## src/bfks_pkg.sv

```systemverilog
// shared types and constants for the block floor key search unit
`default_nettype none

package bfks_pkg;

  // field widths fixed by the interface
  localparam int unsigned COUNT_W    = 9;
  localparam int unsigned IDX_W      = 8;
  localparam int unsigned KEY_HALF_W = 64;
  localparam int unsigned KEY_W      = 2 * KEY_HALF_W;

  // register map, index taken from paddr[2]
  localparam logic REG_BLOCK_COUNT = 1'b0;
  localparam logic [COUNT_W-1:0] BLOCK_COUNT_RESET = 9'd1;

  // request codes
  localparam logic REQ_LOAD   = 1'b0;
  localparam logic REQ_SEARCH = 1'b1;

  typedef enum logic [0:0] {
    S_IDLE,
    S_STEP
  } srch_state_t;

endpackage

`default_nettype wire

```

## src/bfks_search.sv

```systemverilog
// binary floor search: bounds, probe address and result registers
`default_nettype none

module bfks_search #(
  parameter int unsigned AW = 8,
  parameter int unsigned BW = 10
) (
  input  wire logic                       clk,
  input  wire logic                       rst_n,
  input  wire logic                       go_i,
  input  wire logic [bfks_pkg::KEY_W-1:0] key_i,
  input  wire logic [BW-1:0]              count_i,
  input  wire logic [bfks_pkg::KEY_W-1:0] rd_data_i,
  output      logic                       rd_en_o,
  output      logic [AW-1:0]              rd_addr_o,
  output      logic                       busy_o,
  output      logic                       res_valid_o,
  output      logic [bfks_pkg::IDX_W-1:0] res_index_o,
  output      logic                       res_flag_o
);
  import bfks_pkg::*;

  srch_state_t state_r, state_nxt;

  logic [KEY_W-1:0] key_r;
  logic [BW-1:0]    lo_r, hi_r, mid_r;
  logic [BW-1:0]    lo_c, hi_c, mid_c;
  logic             hit_c, done_c, cmp_lt, cmp_eq;
  logic             active, finish;
  logic [BW+IDX_W-1:0] lo_ext;

  logic             res_valid_r;
  logic [IDX_W-1:0] res_index_r;
  logic             res_flag_r;

  assign cmp_lt = rd_data_i < key_r;
  assign cmp_eq = rd_data_i == key_r;

  // next bounds; lower bound starts at -1 (all ones)
  always_comb begin
    lo_c  = lo_r;
    hi_c  = hi_r;
    hit_c = 1'b0;
    case (state_r)
      S_IDLE: begin
        lo_c = '1;
        hi_c = count_i - BW'(1);
      end
      S_STEP: begin
        if (cmp_eq) begin
          lo_c  = mid_r;
          hi_c  = mid_r;
          hit_c = 1'b1;
        end else if (cmp_lt) begin
          lo_c = mid_r;
        end else begin
          hi_c = mid_r - BW'(1);
        end
      end
      default: begin
        lo_c = lo_r;
      end
    endcase
    mid_c  = lo_c + ((hi_c - lo_c + BW'(1)) >> 1);
    done_c = (lo_c == hi_c);
  end

  always_comb begin
    state_nxt = state_r;
    case (state_r)
      S_IDLE:  if (go_i && !done_c) state_nxt = S_STEP;
      S_STEP:  if (done_c) state_nxt = S_IDLE;
      default: state_nxt = S_IDLE;
    endcase
  end

  always_comb begin
    active = 1'b0;
    case (state_r)
      S_IDLE:  active = go_i;
      S_STEP:  active = 1'b1;
      default: active = 1'b0;
    endcase
    rd_en_o = active && !done_c;
    finish  = active && done_c;
    busy_o  = (state_r != S_IDLE);
  end

  assign rd_addr_o = mid_c[AW-1:0];
  assign lo_ext    = {{IDX_W{1'b0}}, lo_c};

  always_ff @(posedge clk) begin
    if (!rst_n) begin
      state_r     <= S_IDLE;
      lo_r        <= '0;
      hi_r        <= '0;
      res_valid_r <= 1'b0;
    end else begin
      state_r     <= state_nxt;
      res_valid_r <= finish;
      if (active) begin
        lo_r <= lo_c;
        hi_r <= hi_c;
      end
    end
  end

  always_ff @(posedge clk) begin
    if (active) begin
      mid_r <= mid_c;
    end
    if (state_r == S_IDLE && go_i) begin
      key_r <= key_i;
    end
    if (finish) begin
      // negative lower bound: key below every entry
      res_index_r <= lo_c[BW-1] ? '0 : lo_ext[IDX_W-1:0];
      res_flag_r  <= hit_c || lo_c[BW-1];
    end
  end

  assign res_valid_o = res_valid_r;
  assign res_index_o = res_index_r;
  assign res_flag_o  = res_flag_r;

endmodule

`default_nettype wire

```

## config.mk

```make
export PLATFORM = sky130hd
export DESIGN_NAME = bfks_search
export DESIGN_NICKNAME = d
export VERILOG_FILES = /design/src/bfks_pkg.sv /design/src/bfks_search.sv
export SDC_FILE = /design/constraint.sdc
export NUM_CORES = 1
export LEC_CHECK = 0
export BUFFER_PORTS_ARGS = -buffer_cell sky130_fd_sc_hd__buf_2
export CAP_MARGIN = 25
export CORE_MARGIN = 1.5
export CORE_UTILIZATION = 45
export DETAILED_ROUTE_END_ITERATION = 16
export PLACE_DENSITY_LB_ADDON = 0.2
export SKIP_LAST_GASP = 1
export SYNTH_ARGS = -nofsm -noshare
export SYNTH_HDL_FRONTEND = slang
export SYNTH_SLANG_ARGS = --single-unit
```

## constraint.sdc

```tcl
create_clock -name clk -period 15 [get_ports clk]
set_input_delay 1.5 -clock clk [delete_from_list [all_inputs] [get_ports clk]]
set_output_delay 1.5 -clock clk [all_outputs]
set_load 0.01 [all_outputs]
```

== After elaboration in Yosys (flattened, before gate mapping) ==
Cells that the tools add are included.

* Flip-flop bits (word level): 169
* Input bits: 269
* Output and inout bits: 20
* Logic and storage cells: 35

* Add/sub/neg operators: 5
* $lt $le $gt $ge: 1
* Eq/ne operators: 2
* Multiplexer cells: 12
* Bitwise gates (word level): 1
* Reductions and logical operators: 6

{| class="wikitable"
|+ Operator list
! cell !! number
|-
| 128-bit equality test || 1
|-
| 128-bit < comparator || 1
|-
| 10-bit 2-to-1 mux || 4
|-
| 10-bit case mux with 2 select lines || 2
|-
| 10-bit by 1-bit subtractor with 10-bit output (second input constant) || 2
|-
| 10-bit by 1-bit adder with 10-bit output (second input constant) || 1
|-
| 10-bit by 9-bit adder with 10-bit output || 1
|-
| 10-bit equality test || 1
|-
| 10-bit subtractor || 1
|-
| 1-bit logical AND || 4
|-
| 1-bit 2-to-1 mux || 4
|-
| 1-bit case mux with 2 select lines || 2
|-
| 1-bit logical NOT || 1
|-
| 1-bit logical OR || 1
|-
| 1-bit NOT || 1
|}

== Longest topological paths before layout ==
* Word-level depth: 9
* Depth in mapped cells: 28
* Mapped depth without buffers: 27

== Worst setup path before layout ==
Ideal clock, no wire load.

* Path type: input port to flip-flop
* From: input port go_i
* To: register res_flag_r, in the netlist res_flag_o, enable pin
* Library setup time: 0.378 ns
* Data arrival time: 8.020 ns
* Required time: 14.622 ns
* Path slack: 6.602 ns
* Stages: 5
* Buffers on the path: 1
* Path through: clkbuf_1 inv_1 nor2_1 nand2b_1 a21oi_1

* Cells in the longest elaborated chain, start to end: 2

{| class="wikitable"
|+ Ends and longest elaborated chain
! element !! line !! RTL
|-
| from (decl) || bfks_search.sv:10 || <nowiki>input wire logic go_i,</nowiki>
|-
| 1-bit case mux with 2 select lines || bfks_search.sv:79 || <nowiki>case (state_r)</nowiki>
|-
| 1-bit logical AND || bfks_search.sv:85 || <nowiki>finish = active && done_c;</nowiki>
|-
| net finish || bfks_search.sv:29 || <nowiki>logic active, finish;</nowiki>
|-
| to (signal assigned) || bfks_search.sv:118 || <nowiki>res_flag_r <= hit_c || lo_c[BW-1];</nowiki>
|-
| to (decl) || bfks_search.sv:34 || <nowiki>logic res_flag_r;</nowiki>
|}

The timed path passes the listed nets, and every way through them passes these cells.
A chain may end at the register's enable or synchronous reset.

== Final worst setup path ==
* From: input port rd_data_i[91] in the netlist's numbering
* To: output port rd_addr_o[7]

* Cells in the longest elaborated chain, start to end: 7
* Elaborated cells between the ends (all ways): 11
* Those cells by class: 3 x add/sub; 1 x order compare; 1 x eq/ne; 6 x mux

{| class="wikitable"
|+ Ends and longest elaborated chain
! element !! line !! RTL
|-
| from (decl) || bfks_search.sv:13 || <nowiki>input wire logic [bfks_pkg::KEY_W-1:0] rd_data_i,</nowiki>
|-
| 128-bit < comparator || bfks_search.sv:36 || <nowiki>assign cmp_lt = rd_data_i < key_r;</nowiki>
|-
| 10-bit 2-to-1 mux || bfks_search.sv:54 || <nowiki>end else if (cmp_lt) begin</nowiki>
|-
| 10-bit 2-to-1 mux * || bfks_search.sv:50 || <nowiki>if (cmp_eq) begin</nowiki>
|-
| 10-bit case mux with 2 select lines * || bfks_search.sv:44 || <nowiki>case (state_r)</nowiki>
|-
| net lo_c[1] || bfks_search.sv:27 || <nowiki>logic [BW-1:0] lo_c, hi_c, mid_c;</nowiki>
|-
| 10-bit subtractor || bfks_search.sv:64 || <nowiki>mid_c = lo_c + ((hi_c - lo_c + BW'(1)) >> 1);</nowiki>
|-
| 10-bit by 1-bit adder with 10-bit output || bfks_search.sv:64 ||
|-
| 10-bit by 9-bit adder with 10-bit output * || bfks_search.sv:64 ||
|-
| to (decl) || bfks_search.sv:15 || <nowiki>output logic [AW-1:0] rd_addr_o,</nowiki>
|}

The timed path passes the listed nets; every way through them passes the cells marked *.

==> reports/metrics.cfg <==
[outcome]
status = finished clean

[timing]
setup_viol_count_final = 0
fin_crit_ps = 8840
fin_setup_tns_ps = 0
fmax_ghz = 0.113
skew_ps = 16.5
post-route-worst-setup-slack_ps = 6160
rsz0062_at_grt = false
slew_violations = 0
worst_pin_slew_ps = 893
hold_violations = 0
whs_ps = 540
fin_crit_sh_pct = 58.9
slew_headroom_pct = 40.5

[power]
power_density_nw_per_um2 = 123
p_sw_mw = 0.503
p_int_mw = 1.05
combPwrFrac_pct = 31.6
power.share.switching_pct = 32.4
power_frac_clock_pct = 28.7
irDropWorstVdd_v = 0.000140
seqPwrFrac_pct = 39.7
finalPower_mw = 1.55
p_leak_nw = 5.99

[die]
dieWidth_um = 154
floorplan.initialDensity_pct = 45.6
fp-row-count = 55
core_um2 = 22600
pin_count = 289
dieArea_um2 = 23800
die_h_um = 154

[critical_path]
path_common_cell = ha_1
cp_max_fo = 12
start_kind = input pin
end_kind = output port
path_cells = buf_2, ha_1, nand4_1, nor4_2, nand4_1, nor4_2, nand4_1, o21ai_2, nand2_1, o21ai_0, nand2_1, ha_1, inv_1, ha_1, fa_1, ha_1, a21o_1, a21oi_1, o21bai_1, a21oi_1, o21bai_1, a21oi_1, xnor2_1, buf_2
setup.worst_path.class = input pin to output port
crit_arrival_ps = 7340
cp.required_ps = 13500
max_stage_delay_ps = 510
crit_buf_inv = 3
cpMaxStageDelayCell = nor4_2
critical_path.top_delay_family = simple AND/OR/NAND/NOR gates

[final_layout]
final_common_cell = buf_2
areaGrowthSynthToFinish_pct = 22.7
fillers = 2035
final_cells = 1542
final_layout_size_suffix_gt1_share_pct = 28.7
nets = 1660
layout_common_cells = buf_2 (288), inv_1 (158), ha_1 (156)

[route]
dr.pass1.iters = 5
drc_errors = 0
drtIter0Drc = 457
avgRoutedWirePerCell_um = 16.4
viasPerCell = 5.15
ant_nets = 0
vias = 7942
wl_um = 25300

[synth]
yosys_register_bits = 169
avgSynthCellArea_um2 = 10.9
async_reset_ff_share_pct = 0
synth_fp_nets = 1371
synth_area_um2 = 10300
synth_compound_area_share_pct = 12.1
ys_seq_area_share_pct = 47.2
synthMuxAreaShare_pct = 1.98
synth.distinct_cells = 64
synthAdderAreaFrac_pct = 19.4
synth.area.top_cells = edfxtp_1 (43%), ha_1 (19%), inv_1 (5.8%), dfxtp_1 (4.3%), a21oi_1 (3.4%)
synth_cells = 944
synth_warnings = 0
synth_top_family_by_area = adder cells
yosys.area_share.simple_pct = 10.2
synth.top_cell.area_share_pct = 42.9
synth-xor-area-share_pct = 2.21
synth_edf_count = 147
synth_ff_type = edfxtp_1
yosysTopAreaCell = edfxtp_1

[job]
drv_cap = 0

[hold_path]
hold_path_class = register to register

[global_routing]
grtUsageTotal_pct = 21.4
grt_pass1_wl_um = 39000
use_met2_pct = 36.6
antenna_found_initial = 15
grt_max_degree = 71
grtUsageMet1_pct = 25.9
globalRouteOverflowTotal = 0
met3_usage_pct = 5.60
grt_busiest_layer = met2
grt_pass1_vias = 7705

[clock_network]
cts_buffers = 17
cts_buffer_depth = 2
cts_tree = done
cts_resized = 0
root_buffer = clkbuf_16
h-tree-depth = 4
clk_pin_slew_ps = 70
insertion_delay_ps = 430
clock_sinks = 169
postCtsHoldBufs = 0
post-cts-setup-buffers = 0

[placement]
gp_congestion = 0.862
dp_slack_ps = 6180
portBuffers = 288
dp_cells = 1499
hpwl_um = 20200

[sequential cells by signal, summed over array words and instances, names as in the netlist]
| name | count |
|---|---|
| mid_r | 10 |
| key_r | 128 |
| res_valid_o | 1 |
| hi_r | 10 |
| lo_r | 10 |
| res_index_o | 8 |
| res_flag_o | 1 |
| busy_o | 1 |
[cell type report]
type,instances,area [µm²],area share (%)
flip-flops and latches,169,4850,38.4
multi-input cells,594,4730,37.5
repair buffers,293,1480,11.7
inverters,158,593,4.70
clock buffers,17,425,3.37
well taps,285,357,2.82
clock inverters,14,159,1.26
diodes,12,30.0,0.238
[path summary, 6_finish.rpt]
kind                            cells past startpoint            to           from  slack [ps]
worst min register to register                      1       hi_r[9]        hi_r[9]         540
worst min-delay path                                1       hi_r[9]        hi_r[9]         540
worst max register to register                     26      mid_r[9]      key_r[92]        8480
worst max-delay path                               24  rd_addr_o[7]  rd_data_i[91]        6160
[power by group through the flow]
stage | logic (mW) | clock network (mW) | registers (mW)
finish | 0.491 | 0.447 | 0.616
detailed placement | 0.495 | 0 | 0.625
floorplan | 0.403 | 0 | 0.612
global placement | 0.486 | 0 | 0.625
global route | 0.560 | 0.478 | 0.620
CTS | 0.498 | 0.459 | 0.615
[layer usage]
layer / vias to the layer above / routed length [µm]
met5: - / 55
met4: 8 / 557
met3: 40 / 1720
met2: 273 / 12300
met1: 3634 / 10700
li1: 3987 / -
[kinds of logic (layout without fill, tap and decap cells)]
logic type               count (synthesis)  in the layout
AO/OA/AOI/OAI                          184            184
flip-flops                             169            169
AND/OR/NAND/NOR                        207            207
buffers and inverters                  181            482
XOR/XNOR                                26             26
multiplexers                            19             19
adder cells (fa/ha/maj)                158            158
other                                    0             12
[cell usage after synthesis, drive strengths merged, types with 7 or more instances]
library cell,instances
o21bai,9
xor2,8
nand2,65
o221a,9
edfxtp,147
a21oi,69
xnor2,18
clkbuf,11
mux2i,14
nor2,47
nor3,14
a21o,9
ha,156
nand4,23
dfxtp,22
a21boi,7
a211oi,12
nand3,21
and2,9
buf,12
o21ai,26
o211ai,14
inv,158
[stage by stage]
step                instance area, µm²  util [%]
detailed placement               12000      53.2
global placement                 12000      53.2
floorplan                        10300         -
CTS                              12600      55.8
global route                     12600      55.9
finish                           12600      56.0
No activity file was read; power rests on OpenSTA's default activity.
